--- config.mk ---
export PLATFORM = sky130hd
export DESIGN_NAME = chunky_to_planar_converter
export DESIGN_NICKNAME = d
export VERILOG_FILES = /design/src/rtl/core/c2p_pkg.sv /design/src/rtl/core/chunky_to_planar_converter.sv /design/src/rtl/core/c2p_front.sv /design/src/rtl/core/c2p_group_fifo.sv /design/src/rtl/core/c2p_back.sv
export VERILOG_INCLUDE_DIRS = /design/src /design/src/rtl/core
export SDC_FILE = /design/constraint.sdc
export NUM_CORES = 2
export LEC_CHECK = 0
export BUFFER_PORTS_ARGS = -buffer_cell sky130_fd_sc_hd__buf_4
export CAP_MARGIN = 5
export CORE_AREA = 2 2 497 499
export CTS_BUF_LIST = sky130_fd_sc_hd__clkbuf_4
export DETAILED_ROUTE_END_ITERATION = 16
export DIE_AREA = 0 0 499 501
export PLACE_DENSITY = 0.54
export SLEW_MARGIN = 10
export SYNTH_ARGS = -nofsm -noshare
export SYNTH_HDL_FRONTEND = slang
export SYNTH_SLANG_ARGS = --single-unit
--- constraint.sdc ---
create_clock -name clk -period 16.5 [get_ports clk]
set_input_delay 0.825 -clock clk [delete_from_list [all_inputs] [get_ports clk]]
set_output_delay 0.825 -clock clk [all_outputs]
set_load 0.01 [all_outputs]
--- src/rtl/core/assert_macros.svh ---
// Assertion macros for the RTL, used by the group FIFO.
// Simulation builds get the checks. Synthesis builds get empty bodies.
`ifndef ASSERT_MACROS_SVH
`define ASSERT_MACROS_SVH

`ifndef SYNTHESIS

// Same-cycle implication: whenever a holds, c must hold too.
`define ASSERT_IMPLIES(lbl, clk, rst_n, a, c) \
    lbl: assert property (@(posedge clk) disable iff (!rst_n) (a) |-> (c)) \
        else $error("implication check failed");

// Next-cycle implication: whenever a holds, c must hold in the next cycle.
`define ASSERT_NEXT(lbl, clk, rst_n, a, c) \
    lbl: assert property (@(posedge clk) disable iff (!rst_n) (a) |=> (c)) \
        else $error("next-cycle check failed");

`else

`define ASSERT_IMPLIES(lbl, clk, rst_n, a, c)
`define ASSERT_NEXT(lbl, clk, rst_n, a, c)

`endif

`endif

--- src/rtl/core/c2p_pkg.sv ---
`default_nettype none

package c2p_pkg;

    localparam int GROUP_PIXELS_DEF = 16;
    localparam int MAX_PLANES_DEF   = 8;
    localparam int PLANES_LIMIT     = 8;
    localparam int WORD_W           = 16;
    localparam int LIDX_W           = 3;
    localparam int GQ_DEPTH         = 2;

    localparam logic       OP_PIXEL       = 1'b0;
    localparam logic       OP_REMAP_WRITE = 1'b1;

    localparam logic       CFG_PLANE_COUNT  = 1'b0;
    localparam logic       CFG_REMAP_ENABLE = 1'b1;

    localparam logic [3:0] PLANE_COUNT_RESET  = 4'd8;
    localparam logic       REMAP_ENABLE_RESET = 1'b0;

    typedef struct packed {
        logic       op;
        logic [7:0] pixel_value;
        logic [7:0] remap_index;
        logic [7:0] remap_value;
    } c2p_in_t;

    typedef struct packed {
        logic [15:0] plane_word;
        logic [2:0]  plane_number;
        logic        last_plane;
    } c2p_out_t;

    // Status of the group queue as seen by the front and the back.
    typedef struct packed {
        logic full;
        logic one_left;
        logic not_empty;
    } c2p_qstat_t;

    // Planes in use for a plane count; zero when the count is not supported.
    function automatic logic [PLANES_LIMIT-1:0] plane_mask(input logic [3:0] n,
                                                           input int max_planes);
        logic [PLANES_LIMIT-1:0] m;
        m = '0;
        if ((n == 4'd1) && (max_planes >= 1)) m = 8'h01;
        if ((n == 4'd2) && (max_planes >= 2)) m = 8'h03;
        if ((n == 4'd4) && (max_planes >= 4)) m = 8'h0F;
        if ((n == 4'd8) && (max_planes >= 8)) m = 8'hFF;
        return m;
    endfunction

endpackage

`default_nettype wire

--- src/rtl/core/chunky_to_planar_converter.sv ---
// Channel   Handshake            Payload
// input     push / full          item   (c2p_in_t: op, pixel_value, remap_index, remap_value)
// result    pop / empty          result (c2p_out_t: plane_word, plane_number, last_plane)
// config    cfg_valid/cfg_ready  cfg_index, cfg_data (cfg_ready is always high)
//
// One input item is taken every cycle while full is low; a group's plane words leave one
// per cycle while the receiver keeps popping. A group's last pixel is registered in the
// first stage, and the finished group then passes the queue and the output register.
// Input stalls while the two-entry group queue is full, or while it has one slot left
// and a finished group waits in the first stage.
// Reset clears the position, accumulators, queue and registers; the remap table is not cleared.
`default_nettype none

module chunky_to_planar_converter #(
    parameter int GROUP_PIXELS = c2p_pkg::GROUP_PIXELS_DEF,
    parameter int MAX_PLANES   = c2p_pkg::MAX_PLANES_DEF
) (
    input  wire logic               clk,
    input  wire logic               rst_n,
    input  wire logic               push,
    input  wire c2p_pkg::c2p_in_t   item,
    output logic                    full,
    output logic                    empty,
    input  wire logic               pop,
    output c2p_pkg::c2p_out_t       result,
    input  wire logic               cfg_valid,
    output logic                    cfg_ready,
    input  wire logic               cfg_index,
    input  wire logic [3:0]         cfg_data
);

    localparam int DW = MAX_PLANES * c2p_pkg::WORD_W + c2p_pkg::LIDX_W;

    logic [3:0]          plane_count_reg;
    logic                remap_enable_reg;
    logic                gq_push;
    logic                gq_pop;
    logic [DW-1:0]       gq_data;
    logic [DW-1:0]       gq_head;
    c2p_pkg::c2p_qstat_t qstat;

    // Configuration writes are always accepted in the cycle they are offered.
    assign cfg_ready = 1'b1;

    always_ff @(posedge clk or negedge rst_n)
    begin
        if (!rst_n)
        begin
            plane_count_reg  <= c2p_pkg::PLANE_COUNT_RESET;
            remap_enable_reg <= c2p_pkg::REMAP_ENABLE_RESET;
        end
        else if (cfg_valid && cfg_ready)
        begin
            unique case (cfg_index)
                c2p_pkg::CFG_PLANE_COUNT:  plane_count_reg  <= cfg_data;
                c2p_pkg::CFG_REMAP_ENABLE: remap_enable_reg <= cfg_data[0];
                default:                   plane_count_reg  <= plane_count_reg;
            endcase
        end
    end

    // The front takes every transfer, updates the remap table, and builds the
    // plane accumulators. A finished group goes into the queue as one record.
    c2p_front #(
        .GROUP_PIXELS (GROUP_PIXELS),
        .MAX_PLANES   (MAX_PLANES)
    ) u_front (
        .clk          (clk),
        .rst_n        (rst_n),
        .push         (push),
        .item         (item),
        .full         (full),
        .plane_count  (plane_count_reg),
        .remap_enable (remap_enable_reg),
        .qstat        (qstat),
        .gq_push      (gq_push),
        .gq_data      (gq_data)
    );

    c2p_group_fifo #(
        .DW (DW)
    ) u_group_fifo (
        .clk       (clk),
        .rst_n     (rst_n),
        .push      (gq_push),
        .push_data (gq_data),
        .pop       (gq_pop),
        .head_data (gq_head),
        .qstat     (qstat)
    );

    // The back walks the planes of the oldest group into the output register.
    c2p_back #(
        .MAX_PLANES (MAX_PLANES)
    ) u_back (
        .clk       (clk),
        .rst_n     (rst_n),
        .qstat     (qstat),
        .head_data (gq_head),
        .gq_pop    (gq_pop),
        .result    (result),
        .empty     (empty),
        .pop       (pop)
    );

endmodule

`default_nettype wire

--- src/rtl/core/c2p_front.sv ---
`default_nettype none

module c2p_front #(
    parameter int GROUP_PIXELS = c2p_pkg::GROUP_PIXELS_DEF,
    parameter int MAX_PLANES   = c2p_pkg::MAX_PLANES_DEF
) (
    input  wire logic                 clk,
    input  wire logic                 rst_n,
    input  wire logic                 push,
    input  wire c2p_pkg::c2p_in_t     item,
    output logic                      full,
    input  wire logic [3:0]           plane_count,
    input  wire logic                 remap_enable,
    input  wire c2p_pkg::c2p_qstat_t  qstat,
    output logic                      gq_push,
    output logic [MAX_PLANES*c2p_pkg::WORD_W+c2p_pkg::LIDX_W-1:0] gq_data
);

    localparam int PW = $clog2(GROUP_PIXELS);
    localparam int WW = c2p_pkg::WORD_W;

    logic [7:0]                         remap_mem [256];
    logic [7:0]                         remap_q;
    logic [c2p_pkg::PLANES_LIMIT-1:0]   pmask_cfg;
    logic                               accept;
    logic                               pix_ok;
    logic                               pos_last;

    logic [PW-1:0]                      pos_reg, pos_next;
    logic                               s1_valid_reg;
    logic                               s1_last_reg;
    logic [PW-1:0]                      s1_pos_reg;
    logic [7:0]                         s1_raw_reg;
    logic                               s1_remap_reg;
    logic [c2p_pkg::PLANES_LIMIT-1:0]   s1_pmask_reg;
    logic [c2p_pkg::LIDX_W-1:0]         s1_lidx_reg;

    logic [WW-1:0]                      acc_reg [MAX_PLANES];
    logic [WW-1:0]                      acc_upd [MAX_PLANES];
    logic [7:0]                         pix;
    logic [WW-1:0]                      bit_mask;

    assign pmask_cfg = c2p_pkg::plane_mask(plane_count, MAX_PLANES);

    // A finished group in the first stage needs a queue slot at the next edge.
    assign full     = qstat.full | (s1_valid_reg & s1_last_reg & qstat.one_left);
    assign accept   = push & ~full;
    assign pix_ok   = accept & (item.op == c2p_pkg::OP_PIXEL) & (|pmask_cfg);
    assign pos_last = (pos_reg == PW'(GROUP_PIXELS - 1));
    assign pos_next = pos_last ? '0 : pos_reg + PW'(1);

    always_ff @(posedge clk)
    begin
        if (accept && (item.op == c2p_pkg::OP_REMAP_WRITE))
        begin
            remap_mem[item.remap_index] <= item.remap_value;
        end
        if (pix_ok)
        begin
            remap_q <= remap_mem[item.pixel_value];
        end
    end

    always_ff @(posedge clk or negedge rst_n)
    begin
        if (!rst_n)
        begin
            pos_reg      <= '0;
            s1_valid_reg <= 1'b0;
        end
        else
        begin
            s1_valid_reg <= pix_ok;
            if (pix_ok)
            begin
                pos_reg <= pos_next;
            end
        end
    end

    always_ff @(posedge clk)
    begin
        if (pix_ok)
        begin
            s1_last_reg  <= pos_last;
            s1_pos_reg   <= pos_reg;
            s1_raw_reg   <= item.pixel_value;
            s1_remap_reg <= remap_enable;
            s1_pmask_reg <= pmask_cfg;
            s1_lidx_reg  <= c2p_pkg::LIDX_W'(plane_count - 4'd1);
        end
    end

    assign pix = s1_remap_reg ? remap_q : s1_raw_reg;

    // Places beyond the word width leave the word untouched.
    always_comb
    begin
        for (int k = 0; k < WW; k++)
        begin
            bit_mask[WW-1-k] = (6'(s1_pos_reg) == 6'(k));
        end
    end

    always_comb
    begin
        for (int b = 0; b < MAX_PLANES; b++)
        begin
            acc_upd[b] = acc_reg[b] | (bit_mask & {WW{pix[b] & s1_pmask_reg[b]}});
        end
    end

    always_ff @(posedge clk or negedge rst_n)
    begin
        if (!rst_n)
        begin
            for (int b = 0; b < MAX_PLANES; b++)
            begin
                acc_reg[b] <= '0;
            end
        end
        else if (s1_valid_reg)
        begin
            for (int b = 0; b < MAX_PLANES; b++)
            begin
                acc_reg[b] <= s1_last_reg ? '0 : acc_upd[b];
            end
        end
    end

    assign gq_push = s1_valid_reg & s1_last_reg;

    always_comb
    begin
        gq_data = '0;
        gq_data[MAX_PLANES*WW +: c2p_pkg::LIDX_W] = s1_lidx_reg;
        for (int b = 0; b < MAX_PLANES; b++)
        begin
            gq_data[b*WW +: WW] = acc_upd[b];
        end
    end

endmodule

`default_nettype wire

--- src/rtl/core/c2p_group_fifo.sv ---
`default_nettype none

`include "assert_macros.svh"

module c2p_group_fifo #(
    parameter int DW = c2p_pkg::MAX_PLANES_DEF * c2p_pkg::WORD_W + c2p_pkg::LIDX_W
) (
    input  wire logic                 clk,
    input  wire logic                 rst_n,
    input  wire logic                 push,
    input  wire logic [DW-1:0]        push_data,
    input  wire logic                 pop,
    output logic [DW-1:0]             head_data,
    output c2p_pkg::c2p_qstat_t       qstat
);

    localparam int DEPTH = c2p_pkg::GQ_DEPTH;
    localparam int AW    = $clog2(DEPTH);

    logic [DW-1:0] data_reg [DEPTH];
    logic [AW-1:0] wr_ptr_reg;
    logic [AW-1:0] rd_ptr_reg;
    logic [AW:0]   count_reg;

    always_ff @(posedge clk)
    begin
        if (push)
        begin
            data_reg[wr_ptr_reg] <= push_data;
        end
    end

    always_ff @(posedge clk or negedge rst_n)
    begin
        if (!rst_n)
        begin
            wr_ptr_reg <= '0;
            rd_ptr_reg <= '0;
            count_reg  <= '0;
        end
        else
        begin
            if (push)
            begin
                wr_ptr_reg <= wr_ptr_reg + AW'(1);
            end
            if (pop)
            begin
                rd_ptr_reg <= rd_ptr_reg + AW'(1);
            end
            if (push && !pop)
            begin
                count_reg <= count_reg + (AW+1)'(1);
            end
            else if (pop && !push)
            begin
                count_reg <= count_reg - (AW+1)'(1);
            end
        end
    end

    assign head_data       = data_reg[rd_ptr_reg];
    assign qstat.full      = (count_reg == (AW+1)'(DEPTH));
    assign qstat.one_left  = (count_reg == (AW+1)'(DEPTH - 1));
    assign qstat.not_empty = (count_reg != '0);

    `ASSERT_IMPLIES(a_no_overflow, clk, rst_n, push, count_reg != (AW+1)'(DEPTH))
    `ASSERT_IMPLIES(a_no_underflow, clk, rst_n, pop, count_reg != '0)
    `ASSERT_NEXT(a_count_up, clk, rst_n, push && !pop, count_reg == $past(count_reg) + (AW+1)'(1))

endmodule

`default_nettype wire

--- src/rtl/core/c2p_back.sv ---
`default_nettype none

module c2p_back #(
    parameter int MAX_PLANES = c2p_pkg::MAX_PLANES_DEF
) (
    input  wire logic                 clk,
    input  wire logic                 rst_n,
    input  wire c2p_pkg::c2p_qstat_t  qstat,
    input  wire logic [MAX_PLANES*c2p_pkg::WORD_W+c2p_pkg::LIDX_W-1:0] head_data,
    output logic                      gq_pop,
    output c2p_pkg::c2p_out_t         result,
    output logic                      empty,
    input  wire logic                 pop
);

    localparam int WW    = c2p_pkg::WORD_W;
    localparam int LW    = c2p_pkg::LIDX_W;
    localparam int ALL_W = c2p_pkg::PLANES_LIMIT * WW;

    logic [ALL_W-1:0] words_all;
    logic [LW-1:0]    last_idx;
    logic [LW-1:0]    idx_reg;
    logic             out_valid_reg;
    logic             advance;
    logic             at_last;
    c2p_pkg::c2p_out_t out_reg;

    assign words_all = ALL_W'(head_data[MAX_PLANES*WW-1:0]);
    assign last_idx  = head_data[MAX_PLANES*WW +: LW];
    assign advance   = qstat.not_empty & (~out_valid_reg | pop);
    assign at_last   = (idx_reg == last_idx);
    assign gq_pop    = advance & at_last;

    always_ff @(posedge clk or negedge rst_n)
    begin
        if (!rst_n)
        begin
            idx_reg       <= '0;
            out_valid_reg <= 1'b0;
        end
        else
        begin
            if (advance)
            begin
                idx_reg       <= at_last ? '0 : idx_reg + LW'(1);
                out_valid_reg <= 1'b1;
            end
            else if (pop)
            begin
                out_valid_reg <= 1'b0;
            end
        end
    end

    always_ff @(posedge clk)
    begin
        if (advance)
        begin
            out_reg.plane_word   <= words_all[idx_reg*WW +: WW];
            out_reg.plane_number <= idx_reg;
            out_reg.last_plane   <= at_last;
        end
    end

    assign result = out_reg;
    assign empty  = ~out_valid_reg;

endmodule

`default_nettype wire

==> flow_summary.json <==
{
  "critPathMaxStageDelay_ns": 0.71,
  "power_density_nw_per_um2": 123,
  "final.setup.worst_slack_ns": 11.05,
  "syn2layout_area_growth_pct": 12.8,
  "firstDrtPassIters": 6,
  "cts_tree": "built",
  "routabilityCongestion": 0.804,
  "period_share_pct": 33.0,
  "crit_chain": "dlygate4sd3_1 -> buf_8 -> buf_4 -> buf_4 -> buf_4 -> mux4_2 -> nor2b_1 -> a211oi_1 -> nor3_1 -> nor4_1 -> or3_1 -> a21oi_1",
  "fmax_mhz": 184,
  "finClkSkew_ns": 0.133,
  "clk_pin_slew_ns": 0.06,
  "routed_wl_mm": 254,
  "portBuffers": 56,
  "drt_iter0_markers": 5149,
  "antenna_found_initial": 18,
  "yosys.area.top_type": "edfxtp_1",
  "die_w_microns": 499,
  "rr_startpoint": "u_front.s1_valid_reg",
  "pin_count": 58,
  "ys.flop_type": "edfxtp_1",
  "crit_end": "u_front.remap_q[3]",
  "hp-class": "in2reg",
  "synth_enable_flop_cells": 2359,
  "ys_ff_latch": 2505,
  "min_period_ns": 5.45,
  "final_cell_mix": "edfxtp_1, clkbuf_4, mux4_2, nor2_1, mux2i_1",
  "status": "finished, final reports clean",
  "hold_slack_ns": 0.238,
  "slew_violations": 0,
  "top_usage_layer": "met2",
  "ys_async_sr_fraction_pct": 5.83,
  "reg2regPathDepth": 7,
  "crit_family": "buffers and inverters",
  "cp.required_ns": 17.63,
  "startpoint_type": "input pin",
  "root_buffer": "clkbuf_4",
  "ys_top_cells_by_area": "edfxtp_1, mux4_2, dfrtp_1",
  "vias": 50325,
  "tightest_slew_ns": 1.23,
  "wl_per_cell_microns": 28.3,
  "grt_setup_unrepaired": "false",
  "cts.sinks": 2505,
  "grt_use_met3_pct": 4.59,
  "die_h_microns": 501,
  "yosys_warnings": 0,
  "cts_setup_buffers": 0,
  "grt_overflow": 0,
  "worst_ir_drop_vdd_mv": 0.0730,
  "reg2reg_slack_ns": 11.40,
  "drv_cap": 0,
  "worstSetupPathType": "in2reg",
  "yosysUniqueCellTypes": 66,
  "numCtsBuffers": 664,
  "htree_levels": 6,
  "syn_avg_cell_area_sq_um": 20.5,
  "holdBufCountCts": 29,
  "tns_ns": 0,
  "crit_slowest_cell": "buf_4",
  "initial_utilization_pct": 39.8,
  "use_met1_pct": 27.7,
  "crit_path_max_fanout": 79,
  "maxSlewHeadroom_pct": 17.5,
  "cp-startpoint": "item[17]",
  "dp_cells": 7819,
  "grt_max_degree": 139,
  "drive_gt1_share_pct": 31.3,
  "cp.depth": 12,
  "clock_latency_ns": 1.42,
  "cpMostUsedCell": "buf_4",
  "design.core.area_sq_um": 245000,
  "grt_pass1_vias": 52229,
  "grtUsageTotal_pct": 20.2,
  "crit_buf_inv": 5,
  "grt_pass1_wl_mm": 366,
  "rows": 182,
  "clockBufferDepth": 4,
  "dpl_worst_slack_ns": 10.22,
  "rr_endpoint": "u_front.remap_mem[88][5]",
  "ant_nets": 0,
  "final_common_cell": "edfxtp_1",
  "synthesis.area_sq_um": 97400,
  "cts_resized": 0,
  "synth_top_area_share_pct": 72.7,
  "drc": 0,
  "dieArea_sq_um": 250000,
  "synth_cells": 4741,
  "place_hpwl_mm": 143,
  "p_leak_nw": 39.0,
  "largest_reg_flops": 2048,
  "cp.arrival_ns": 6.57,
  "hold_depth": 2,
  "setup_viol": 0,
  "critPathCaptureType": "flip-flop",
  "final_cells": 8982,
  "syn_nets": 4785,
  "synth_seq_area_share_pct": 76.5,
  "power_w": 0.0136,
  "nNetsFinal": 5338,
  "grtUsageMet2_pct": 31.6,
  "vias_per_cell": 5.60,
  "timing.final.hold_violations": 0
}
[power by group]
| group | switching (W) | internal (W) | leakage, nW |
|---|---|---|---|
| registers | 0.0000896 | 0.00704 | 23.4 |
| clock network | 0.00248 | 0.00291 | 4.98 |
| logic | 0.000609 | 0.000435 | 10.6 |
| total | 0.00318 | 0.0104 | 39.0 |
[layout make-up]
| type | count | area [sq um] |
|---|---|---|
| fillers | 21079 | 135000 |
| flip-flops and latches | 2505 | 74500 |
| multi-input cells | 1927 | 21400 |
| clock buffers | 1009 | 7570 |
| well taps | 3220 | 4030 |
| repair buffers | 183 | 1570 |
| clock inverters | 117 | 738 |
| inverters | 13 | 48.8 |
| diodes | 8 | 20.0 |
[worst min-delay path by stage]
stage                           start  slack (ns)                            end
2_1_floorplan        remap_enable_reg        0.42           u_front.s1_remap_reg
3_3_place_gp   u_front.s1_lidx_reg[0]        0.43  u_group_fifo.data_reg[0][128]
3_5_place_dp   u_front.s1_lidx_reg[0]        0.45  u_group_fifo.data_reg[0][128]
4_1_cts                      item[20]        0.07          u_front.s1_raw_reg[4]
5_1_grt                      item[20]        0.11          u_front.s1_raw_reg[4]
6_report                     item[20]        0.24          u_front.s1_raw_reg[4]
[synth_stat cells (4+ instances only)]
master    number
edfxtp_1    2359
mux4_2       523
nor2_1       308
mux2i_1      149
clkbuf_1     147
dfrtp_1      145
a22oi_1      135
a21o_1       128
o211a_1      128
a21oi_1      106
nand2_1       80
buf_2         52
buf_4         42
buf_6         36
o221ai_1      34
o22ai_1       34
o21ai_0       33
nor3_1        30
nor2b_1       26
a22o_1        24
nand2b_1      16
nand3_1       16
o211ai_1      14
a221oi_1      13
mux2_2        12
buf_1         11
inv_1         11
a211oi_1      10
ha_1           9
a31oi_1        8
a41oi_1        7
or4_1          7
xnor2_1        7
a311oi_1       6
o21ai_1        6
or2_2          6
and2_1         5
and3_1         5
buf_8          5
nand4_1        4
or3_1          4
[cell families (layout without fill, tap and decap cells)]
group	Yosys count	after routing	share of synthesized area [%]
adder cells (fa/ha/maj)	9	9	0.116
flip-flops	2505	2505	76.5
multiplexers	684	684	13.8
AO/OA/AOI/OAI	701	701	5.45
buffers and inverters	309	1322	1.77
XOR/XNOR	10	10	0.0899
other	1	9	0.00385
AND/OR/NAND/NOR	522	522	2.34
[per-stage QoR]
step,utilization (%),cell area [sq um]
after floorplan,-,97400
after global placement,41.3,101000
after detailed placement,41.3,101000
after CTS,44.9,110000
after global routing,44.9,110000
final,44.9,110000
[layer usage]
| layer | share of wire (%) | vias up |
|---|---|---|
| met5 | 0.034 | - |
| met3 | 6.9 | 422 |
| li1 | - | 21301 |
| met4 | 2.8 | 14 |
| met2 | 48 | 1907 |
| met1 | 43 | 26681 |
Power figures use the tool's default switching activity.
